==> config.mk <==
export PLATFORM = sky130hd
export DESIGN_NAME = pfba_ffz
export DESIGN_NICKNAME = d
export VERILOG_FILES = /design/src/hw/rtl/page_frame_bitmap_allocator_top_defines.svh /design/src/hw/rtl/pfba_ffz.sv
export SDC_FILE = /design/constraint.sdc
export NUM_CORES = 1
export LEC_CHECK = 0
export BUFFER_PORTS_ARGS = -buffer_cell sky130_fd_sc_hd__buf_2
export CORE_ASPECT_RATIO = 0.75
export CORE_MARGIN = 2
export CORE_UTILIZATION = 51
export DETAILED_ROUTE_END_ITERATION = 10
export PLACE_DENSITY_LB_ADDON = 0.3
export SLEW_MARGIN = 20
export SYNTH_ARGS = -nofsm -noshare
export SYNTH_HDL_FRONTEND = slang
export SYNTH_SLANG_ARGS = --single-unit
==> constraint.sdc <==
create_clock -name vclk -period 3
set_clock_uncertainty 0.05 [all_clocks]
set_input_delay 0.75 -clock vclk [all_inputs]
set_output_delay 0.75 -clock vclk [all_outputs]
set_load 0.02 [all_outputs]
==> src/hw/rtl/page_frame_bitmap_allocator_top_defines.svh <==
// ----------------------------------------------------------------------------
// Frame allocator assertion macros
// Concurrent check wrappers, compiled out when SYNTHESIS is defined.
// ----------------------------------------------------------------------------
`ifndef PAGE_FRAME_BITMAP_ALLOCATOR_TOP_DEFINES_SVH
`define PAGE_FRAME_BITMAP_ALLOCATOR_TOP_DEFINES_SVH

`ifndef SYNTHESIS

// same-cycle implication
`define PFBA_ASSERT_IMP(lbl, clk, rst_n, ante, cons, msg) \
	lbl: assert property (@(posedge clk) disable iff (!rst_n) (ante) |-> (cons)) \
		else $error(msg);

// next-cycle implication
`define PFBA_ASSERT_NXT(lbl, clk, rst_n, ante, cons, msg) \
	lbl: assert property (@(posedge clk) disable iff (!rst_n) (ante) |=> (cons)) \
		else $error(msg);

`else

`define PFBA_ASSERT_IMP(lbl, clk, rst_n, ante, cons, msg)
`define PFBA_ASSERT_NXT(lbl, clk, rst_n, ante, cons, msg)

`endif

`endif

==> src/hw/rtl/pfba_ffz.sv <==
`timescale 1ns / 1ps
// ----------------------------------------------------------------------------
// Find-first-zero unit
// Lowest clear bit among the low nvalid bits of one bitmap word.
// ----------------------------------------------------------------------------
module pfba_ffz #(
	parameter int  WORD_BITS = 32,
	localparam int BIT_W     = $clog2(WORD_BITS),
	localparam int NB_W      = $clog2(WORD_BITS + 1)
) (
	input  logic [WORD_BITS-1:0] word,
	input  logic [NB_W-1:0]      nvalid,
	output logic                 found,
	output logic [BIT_W-1:0]     bit_idx
);

	// scan downward so the lowest hit wins
	always_comb begin
		found   = 1'b0;
		bit_idx = '0;
		for (int b = WORD_BITS - 1; b >= 0; b--) begin
			if (!word[b] && (NB_W'(b) < nvalid)) begin
				found   = 1'b1;
				bit_idx = BIT_W'(b);
			end
		end
	end

endmodule

==> results of run 1 <==
==> cells by family after synthesis <==
kind of cell / share of synthesized area
buffers and inverters: 0.0883
AO/OA/AOI/OAI: 0.545
AND/OR/NAND/NOR: 0.367
==> synthesized netlist by cell type, drive strengths merged, types with 2 or more instances <==
master  instances
o21ai          11
o31ai           2
a211oi          6
o22ai           3
or2             2
buf            10
or3             2
o211ai          3
nand3           7
and3            4
inv             7
o32a            2
nand4b          3
nand2          14
nor2           10
nor2b           5
a211o           2
or4             2
a221oi          2
a21o            2
o21bai          2
a21oi          20
a31oi           3
a221o           2
a311oi          2
nor3            6
o32ai           3
nand2b          5
==> stage by stage <==
stage	area, µm²	instances	hold slack [ns]	TNS (ns)	setup slack (ns)
after floorplan	1040	159	1.66	0	0.0116
after detailed placement	1570	259	1.96	-1.43	-0.300
after global placement	1570	259	1.93	-0.969	-0.202
==> qor.txt, run 1 <==
Status -> stopped before the end
Failed at -> clock tree synthesis (4_1_cts)
Stop err -> [ERROR DPL-0038] Utilization greater than 100%, impossible to legalize
Synthesis Warnings -> 0
# IOs -> 44
CTS resizes -> 45
Cell row count -> 13
Mapped cell area -> 0.00101 mm²
Initial Util -> 0.562
Seq/Total Area, Yosys -> 0
Synth top area share -> 0.0896
CTS Hold Bufs -> 0
Synth area leaders -> a21oi_1 9.0%, nand2_1 5.2%, o21ai_0 5.0%
Synth Instances -> 159
Syn_nets -> 197
Syn avg cell area -> 6.33 µm²
Routability cong. -> 1.02
Width of the chip -> 55.3 µm
Synth cell types -> 55
I/O Buffers -> 44
Setup bufs post-CTS -> 3
Chip Height -> 42.5 µm
Area leader, netlist -> a21oi_1
Placed wire-length estimate -> 3860 µm
==> run 2: changes to the inputs <==
Settings changed: CORE_AREA set to 2 2 63 65, CORE_ASPECT_RATIO 0.75 to not set, CORE_MARGIN 2 to not set, CORE_UTILIZATION 51 to not set, DIE_AREA set to 0 0 65 67, PLACE_DENSITY_LB_ADDON 0.3 to 0.15.
==> run 2 against run 1 <==
  * The flow now finishes, with violations (setup timing)
  * Synthesized area unchanged
  * Synthesized cell count did not move
==> qor.txt, run 2 <==
Status -> finished, violations left
Failing checks -> setup timing
DRC violation count after routing -> 0
DRT Pass-1 Iters -> 4
GRT Total Usage -> 0.202
Seq cells -> 0
Period utilization -> 1.03
Hold depth -> 4
Final setup fails -> 6
Syn avg cell area -> 6.33 µm²
Clk pwr share -> 0
Power per cell area -> 147 mW/mm²
Worst Path Max Fanout -> 4
Vias/cell -> 5.58
Via count -> 1640
Vias in the first global route -> 1605
Synth top area share -> 0.0896
Switching share of power -> 0.492
Cells along the critical path -> buf_8 -> or2_4 -> or4_4 -> a31o_1 -> nor3_2 -> nand3_1 -> a21oi_4 -> buf_6
Cell row count -> 22
Max VDD drop -> 0.0885 mV
Routed WL per cell -> 14.9 µm
Commonest non-fill, non-tap cells in the layout -> 45 x buf_4, 32 x buf_2, 17 x buf_6
WL final -> 4380 µm
Share of cells above drive strength 1 -> 0.610
Register area -> 0 µm²
Net switching power figure -> 0.000147 W
Gr ovfl total -> 0
Width of the chip -> 65 µm
CP Data Required Time -> 2.20 ns
Synth cell types -> 55
Maxcap violations -> 0
Synth Instances -> 159
DR iter-0 viols -> 67
Startpoint Class -> input pin
Mapped cell area -> 0.00101 mm²
Crit-path leading delay family -> simple AND/OR/NAND/NOR gates
Initial Util -> 0.279
Post-route ant nets -> 0
Critical Path Stages -> 8
Hold crit path type -> in2out
Internal power -> 0.000152 W
Minimum clock period -> 3.10 ns
Seq/Total Area, Yosys -> 0
Crit path launch -> nvalid[5]
Area leader, netlist -> a21oi_1
CP Capture Type -> output pin
Fin worst setup slack -> -0.101 ns
Worst Tran Pin Value -> 0.429 ns
# IOs -> 44
CP Class -> in2out
TNS Setup -> -0.374 ns
Area Growth Syn to Fin -> 103%
Core Box Area -> 0.00361 mm²
Hold_sp -> word[0]
Combinational Power Share -> 1.000
Synthesis Warnings -> 0
WP data arrival -> 2.30 ns
Largest net degree at the start of global routing -> 15
Count leader, synth -> a21oi_1
Commonest non-fill, non-tap cell in the layout -> buf_4
Fmax -> 322 MHz
RSZ-0062 raised after global routing -> yes
I/O Buffers -> 44
Final core utilization -> 0.566
First-pass GRT wire length -> 7150 µm
Placed wire-length estimate -> 3570 µm
Chip Height -> 67 µm
Seq pwr share -> 0
Top cells by count, synth -> 18 x a21oi_1, 14 x nand2_1, 10 x nor2_1, 10 x o21ai_0, 8 x buf_2
Nets -> 286
CP Buf/Inv Count -> 2
Hold Vio Cnt, Final -> 0
Fin. max-slew vios -> 0
Clkbuf count -> 0
Full die area -> 0.00436 mm²
Ant. Diodes -> 0
Relative slew slack -> 0.713
Static leakage -> 0.861 nW
Syn_nets -> 197
Crit-path slowest cell -> or4_4
Synth area leaders -> a21oi_1 9.0%, nand2_1 5.2%, o21ai_0 5.0%
CP peak stage delay -> 0.44 ns
Number of filler cells placed in the layout -> 364
Routability cong. -> 0.942
Initial antenna violation count -> 0
[run 2: cell counts after synthesis]
Identical to the previous run, type by type.
[run 2: tightest hold or removal path: cells and delay by family]
family,cells,cell delay [ns]
buf+inv,2,0.27
compound gates,2,0.19
[run 2: cell type report]
class / count / area, µm² / share of cell area
Multi-Input combinational cell: 141 / 1190 / 0.583
Inverter: 7 / 26.3 / 0.0129
Timing Repair Buffer: 98 / 764 / 0.375
Tap cell: 48 / 60.1 / 0.0294
[run 2: power by group through the flow]
stage | clock, W | sequential (W) | combinational (W)
4_1_cts | 0 | 0 | 0.000268
2_1_floorplan | 0 | 0 | 0.000119
3_3_place_gp | 0 | 0 | 0.000231
5_1_grt | 0 | 0 | 0.000322
6_report | 0 | 0 | 0.000300
3_5_place_dp | 0 | 0 | 0.000233
[run 2: logic make-up after synthesis]
| family | count (synthesis) | synth area share |
|---|---|---|
| simple gates | 65 | 0.367 |
| buf+inv | 18 | 0.0883 |
| compound gates | 76 | 0.545 |
[run 2: per-stage QoR]
| step | total power, W | area, µm² | instances | setup WS, ns | hold slack, ns |
|---|---|---|---|---|---|
| 2_1_floorplan | 0.000119 | 1040 | 159 | 0.0116 | 1.66 |
| 3_3_place_gp | 0.000231 | 1670 | 292 | -0.320 | 1.93 |
| 3_5_place_dp | 0.000233 | 1670 | 292 | -0.277 | 1.94 |
| 4_1_cts | 0.000268 | 1870 | 293 | -0.147 | 1.93 |
| 5_1_grt | 0.000322 | 2040 | 294 | -0.168 | 1.93 |
| 6_report | 0.000300 | 2040 | 294 | -0.101 | 1.91 |
[run 2: repair_timing]
item | in CTS | in global routing
pin swaps | 10 | 14
hold buffers | 0 | 0
endpoints found under the setup margin | 6 | 6
resized for setup | 47 | 35
buffers inserted | 1 | 1
[run 2: path summary, 6_finish.rpt]
| check | slack, ns | to |
|---|---|---|
| worst max-delay path | -0.10 | bit_idx[4] |
| worst min-delay path | 1.91 | bit_idx[0] |
[run 2: routing by layer]
metal | vias to the layer above | routed length, µm | track usage
met2 | 45 | 2200 | 0.374
li1 | 801 | - | -
met1 | 792 | 1980 | 0.252
met5 | - | 0 | 0
met3 | 2 | 175 | 0.0253
met4 | 0 | 21 | 0.0346
(Power assumes the default switching activity.)
==> run 3: changes to the inputs <==
Settings changed: ABC_AREA set to 1.
==> run 3 against run 2 <==
  * The run still ends with setup timing left
  * Die area stayed put
  * Final area decreased by 9.6%
  * Via count fell by 17%
  * Worst hold slack better by 0.037 ns
  * Utilization down 5.4 points
  * Worst setup slack got worse by 0.36 ns
  * Synthesized cell count increased by 13%
  * Power shrank 11%
  * Cell count up 9.5%
  * Largest cell class unchanged
  * Largest power group unchanged
==> qor.txt, run 3 <==
Failing checks -> setup timing
# IOs -> 44
Multi-input gate area -> 947 µm²
Seq pwr share -> 0
I/O Buffers -> 44
WP data arrival -> 2.66 ns
Minimum clock period -> 3.46 ns
CP Data Required Time -> 2.20 ns
Max VDD drop -> 0.0549 mV
Synth cell types -> 23
Adder-cell share of the synthesized area -> 0
TNS Setup -> -1.45 ns
Hold depth -> 5
Area Growth Syn to Fin -> 125%
Net switching power figure -> 0.000131 W
Pre-CTS setup slack -> -0.545 ns
DRC violation count after routing -> 0
Top cells by count, synth -> 57 x nand2_1, 41 x nor2_1, 26 x inv_1, 14 x o21ai_0, 6 x a31oi_1
Combinational Power Share -> 1.000
First-pass GRT wire length -> 5050 µm
WL final -> 3140 µm
Initial Util -> 0.227
Cells along the critical path -> buf_12 -> clkinv_8 -> nand2_4 -> nor2_4 -> buf_6 -> buf_4 -> a31oi_2 -> nand2_1 -> nand2_1 -> o21bai_1 -> a31oi_1 -> nor2_1 -> o211ai_1 -> a31oi_1 -> o21bai_1 -> a31oi_2 -> buf_4
DR iter-0 viols -> 17
Mapped cell area -> 818 µm²
Placed wire-length estimate -> 2580 µm
Nets -> 314
Number of filler cells placed in the layout -> 379
Chip Height -> 67 µm
CTS Hold Bufs -> 0
Startpoint Class -> input pin
Critical Path Stages -> 17
Synth Instances -> 180
Hold Vio Cnt, Final -> 0
Total power -> 0.000265 W
Largest net degree at the start of global routing -> 9
Internal power -> 0.000135 W
Seq cells -> 0
Maxcap violations -> 0
Final setup fails -> 6
Core Box Area -> 0.00361 mm²
GRT Total Usage -> 0.142
Full die area -> 0.00436 mm²
Count leader, synth -> nand2_1
Syn avg cell area -> 4.55 µm²
Width of the chip -> 65 µm
Mux cell area share after synthesis -> 0
Routability cong. -> 0.858
Switching share of power -> 0.492
Vias/cell -> 4.22
Synthesis Warnings -> 0
Power per cell area -> 144 mW/mm²
Largest family of logic cells by synthesized area -> simple AND/OR/NAND/NOR gates
Crit-path slowest cell -> a31oi_1
Share of cells above drive strength 1 -> 0.609
Status -> finished, violations left
Register area -> 0 µm²
DRT Pass-1 Iters -> 6
Worst hold slack -> 1.95 ns
Post-route ant nets -> 0
Synth area leaders -> nand2_1 26%, nor2_1 19%, inv_1 12%
Period utilization -> 1.15
Routed WL per cell -> 9.74 µm
Gr ovfl total -> 0
Relative slew slack -> 0.795
Synth Area in XOR/XNOR -> 0
Cell row count -> 22
CP Capture Type -> output pin
Fmax -> 289 MHz
Fin. max-slew vios -> 0
Syn_nets -> 218
CP Class -> in2out
Via count -> 1358
Static leakage -> 0.976 nW
Ant. Diodes -> 0
Worst Tran Pin Value -> 0.304 ns
CP peak stage delay -> 0.24 ns
Commonest non-fill, non-tap cells in the layout -> 47 x buf_4, 44 x nand2_1, 35 x buf_2
Vias in the first global route -> 1230
Compound-Gate Fraction of Synth Area -> 0.269
Clkbuf count -> 0
Initial antenna violation count -> 0
Fin worst setup slack -> -0.463 ns
Area leader, netlist -> nand2_1
Synth top area share -> 0.261
Hold crit path type -> in2out
Simple-Gate Fraction of Synth Area -> 0.561
CP Buf/Inv Count -> 5
Worst Path Max Fanout -> 3
Clk pwr share -> 0
Commonest non-fill, non-tap cell in the layout -> buf_4
RSZ-0062 raised after global routing -> yes
Crit-path leading delay family -> compound AO/OA/AOI/OAI gates
Seq/Total Area, Yosys -> 0
run 3: metal layers:
metal / global-route usage / vias to the layer above / share of wire
li1: - / 759 / -
met1: 0.197 / 576 / 0.46
met2: 0.259 / 23 / 0.51
met3: 0.00338 / 0 / 0.028
met4: 0 / 0 / 0
met5: 0 / - / 0
run 3: repair_timing:
item	4_1_cts	5_1_grt
pin swaps	16	18
buffers inserted	4	2
gates cloned	0	0
resized for setup	54	44
endpoints found under the setup margin	6	6
run 3: power by group through the flow:
| stage | Clock, W | Combinational (W) | Sequential (W) |
|---|---|---|---|
| CTS | 0 | 0.000237 | 0 |
| finish | 0 | 0.000265 | 0 |
| detailed placement | 0 | 0.000208 | 0 |
| global route | 0 | 0.000294 | 0 |
| global placement | 0 | 0.000208 | 0 |
| floorplan | 0 | 0.000108 | 0 |
run 3: worst min-delay path, delay by kind of cell:
family | cells | cell delay [ns]
AOI/OAI and AO/OA | 1 | 0.07
and+or+nand+nor | 1 | 0.11
buffers and inverters | 3 | 0.32
run 3: final timing paths:
kind	start	endpoint	slack, ns
min	word[3]	bit_idx[1]	1.95
max	nvalid[5]	bit_idx[1]	-0.46
run 3: area by class of cell:
class | count | share of cell area
multi-input combinational | 147 | 0.514
timing repair buffer | 96 | 0.381
inverter | 31 | 0.0726
tap | 48 | 0.0326
run 3: kinds of logic after synthesis:
| kind of cell | count (synthesis) |
|---|---|
| compound gates | 34 |
| simple gates | 113 |
| buf+inv | 33 |
run 3: stage by stage:
step,cell area [µm²],util,instances
2_1_floorplan,881,-,180
3_3_place_gp,1490,0.413,317
3_5_place_dp,1490,0.413,317
4_1_cts,1670,0.463,320
5_1_grt,1840,0.511,322
6_report,1840,0.511,322
==> run 4: changes to the inputs <==
Settings changed: TNS_END_PERCENT set to 50.
==> run 4 against run 3 <==
  * The run still ends with setup timing left
  * Die area did not move
  * Combinational power down 6%
  * Flip-flop and latch count unchanged
  * Non-clock buffer count is the same
  * Global-route usage fell by 0.21 points
  * Final area decreased by 5.8%
  * Sequential share of layout area unchanged
  * Critical path depth grew 15
  * Utilization decreased by 3.0 points
  * Maximum frequency shrank 0.24%
  * Clock-buffer cell count did not move
  * Routed wire length decreased by 4.0%
  * Critical path type unchanged
  * Largest cell class unchanged
==> qor.txt, run 4 (same netlist as run 3, synthesis figures left out) <==
Commonest non-fill, non-tap cell in the layout -> buf_4
Max VDD drop -> 0.0518 mV
Maxcap violations -> 0
Status -> finished, violations left
Vias/cell -> 4.28
Failing checks -> setup timing
Vias in the first global route -> 1235
Hold depth -> 5
Worst Path Max Fanout -> 5
Width of the chip -> 65 µm
Chip Height -> 67 µm
Worst hold slack -> 1.95 ns
Gr ovfl total -> 0
Fmax -> 288 MHz
Relative slew slack -> 0.733
CP peak stage delay -> 0.13 ns
CTS Hold Bufs -> 0
Period utilization -> 1.16
Power per cell area -> 143 mW/mm²
WL final -> 3010 µm
Clkbuf count -> 0
Nets -> 314
Routability cong. -> 0.793
Startpoint Class -> input pin
Hold crit path type -> in2out
Placed insts -> 318
Fin. max-slew vios -> 0
Initial antenna violation count -> 0
Ant. Diodes -> 0
DR iter-0 viols -> 19
Hold Vio Cnt, Final -> 0
Initial Util -> 0.227
DRT Pass-1 Iters -> 4
CP Class -> in2out
First-pass GRT wire length -> 4940 µm
Pre-CTS setup slack -> -0.597 ns
WP data arrival -> 2.67 ns
CP Capture Type -> output pin
# IOs -> 44
Via count -> 1379
Largest net degree at the start of global routing -> 7
Placed wire-length estimate -> 2620 µm
Non-filler cells, final -> 322
RSZ-0062 raised after global routing -> yes
Core Box Area -> 0.00361 mm²
CP Data Required Time -> 2.20 ns
Fin worst setup slack -> -0.472 ns
Minimum clock period -> 3.47 ns
Final setup fails -> 6
Crit-path slowest cell -> buf_6
GRT Total Usage -> 0.140
Post-route ant nets -> 0
Commonest non-fill, non-tap cells in the layout -> 49 x buf_4, 47 x nand2_1, 37 x buf_2
Register area -> 0 µm²
Share of cells above drive strength 1 -> 0.547
Area Growth Syn to Fin -> 112%
Worst Tran Pin Value -> 0.396 ns
I/O Buffers -> 44
Cell row count -> 22
Static leakage -> 0.953 nW
Seq cells -> 0
Routed WL per cell -> 9.35 µm
Full die area -> 0.00436 mm²
Most used cell, CP -> nand2_1
DRC violation count after routing -> 0
-- run 4: through the flow --
step           utilization  setup TNS, ns  cell area, µm²  power (W)
6_report             0.482          -1.67            1740   0.000248
5_1_grt              0.482          -2.55            1740   0.000275
4_1_cts              0.432          -1.92            1560   0.000219
3_5_place_dp         0.404          -2.62            1460   0.000204
3_3_place_gp         0.404          -2.71            1460   0.000203
2_1_floorplan            -         -0.606             843   0.000104
-- run 4: layout make-up --
class                           count  area [µm²]
Fill cell                         394        1870
Tap cell                           48        60.1
Inverter                           31         126
Timing Repair Buffer               96         673
Multi-Input combinational cell    147         877
-- run 4: where the power goes --
part | switching (W) | internal, W | leakage (nW) | total, W
logic | 0.000121 | 0.000127 | 0.953 | 0.000248
clock network | 0 | 0 | 0 | 0
registers | 0 | 0 | 0 | 0
total | 0.000121 | 0.000127 | 0.953 | 0.000248
-- run 4: what timing repair did --
action,in CTS,in global routing
gates resized for setup,30,48
setup buffers,2,3
setup endpoints to repair,6,6
pin swaps,8,20
-- run 4: critical path: cells and delay by family --
| kind | cells | cell delay, ns |
|---|---|---|
| simple gates | 28 | 1.48 |
| buf+inv | 3 | 0.31 |
| compound gates | 1 | 0.11 |
-- run 4: path summary, 6_finish.rpt --
| check | startpoint | to | slack (ns) |
|---|---|---|---|
| max | nvalid[2] | bit_idx[0] | -0.47 |
| min | word[3] | bit_idx[1] | 1.95 |
-- run 4: per-layer routing --
metal | GRT usage | wire, µm | vias to the layer above
met5 | 0 | 0 | -
met4 | 0 | 0 | 0
met3 | 0.00676 | 108 | 0
met2 | 0.267 | 1510 | 24
met1 | 0.183 | 1390 | 601
li1 | - | - | 754
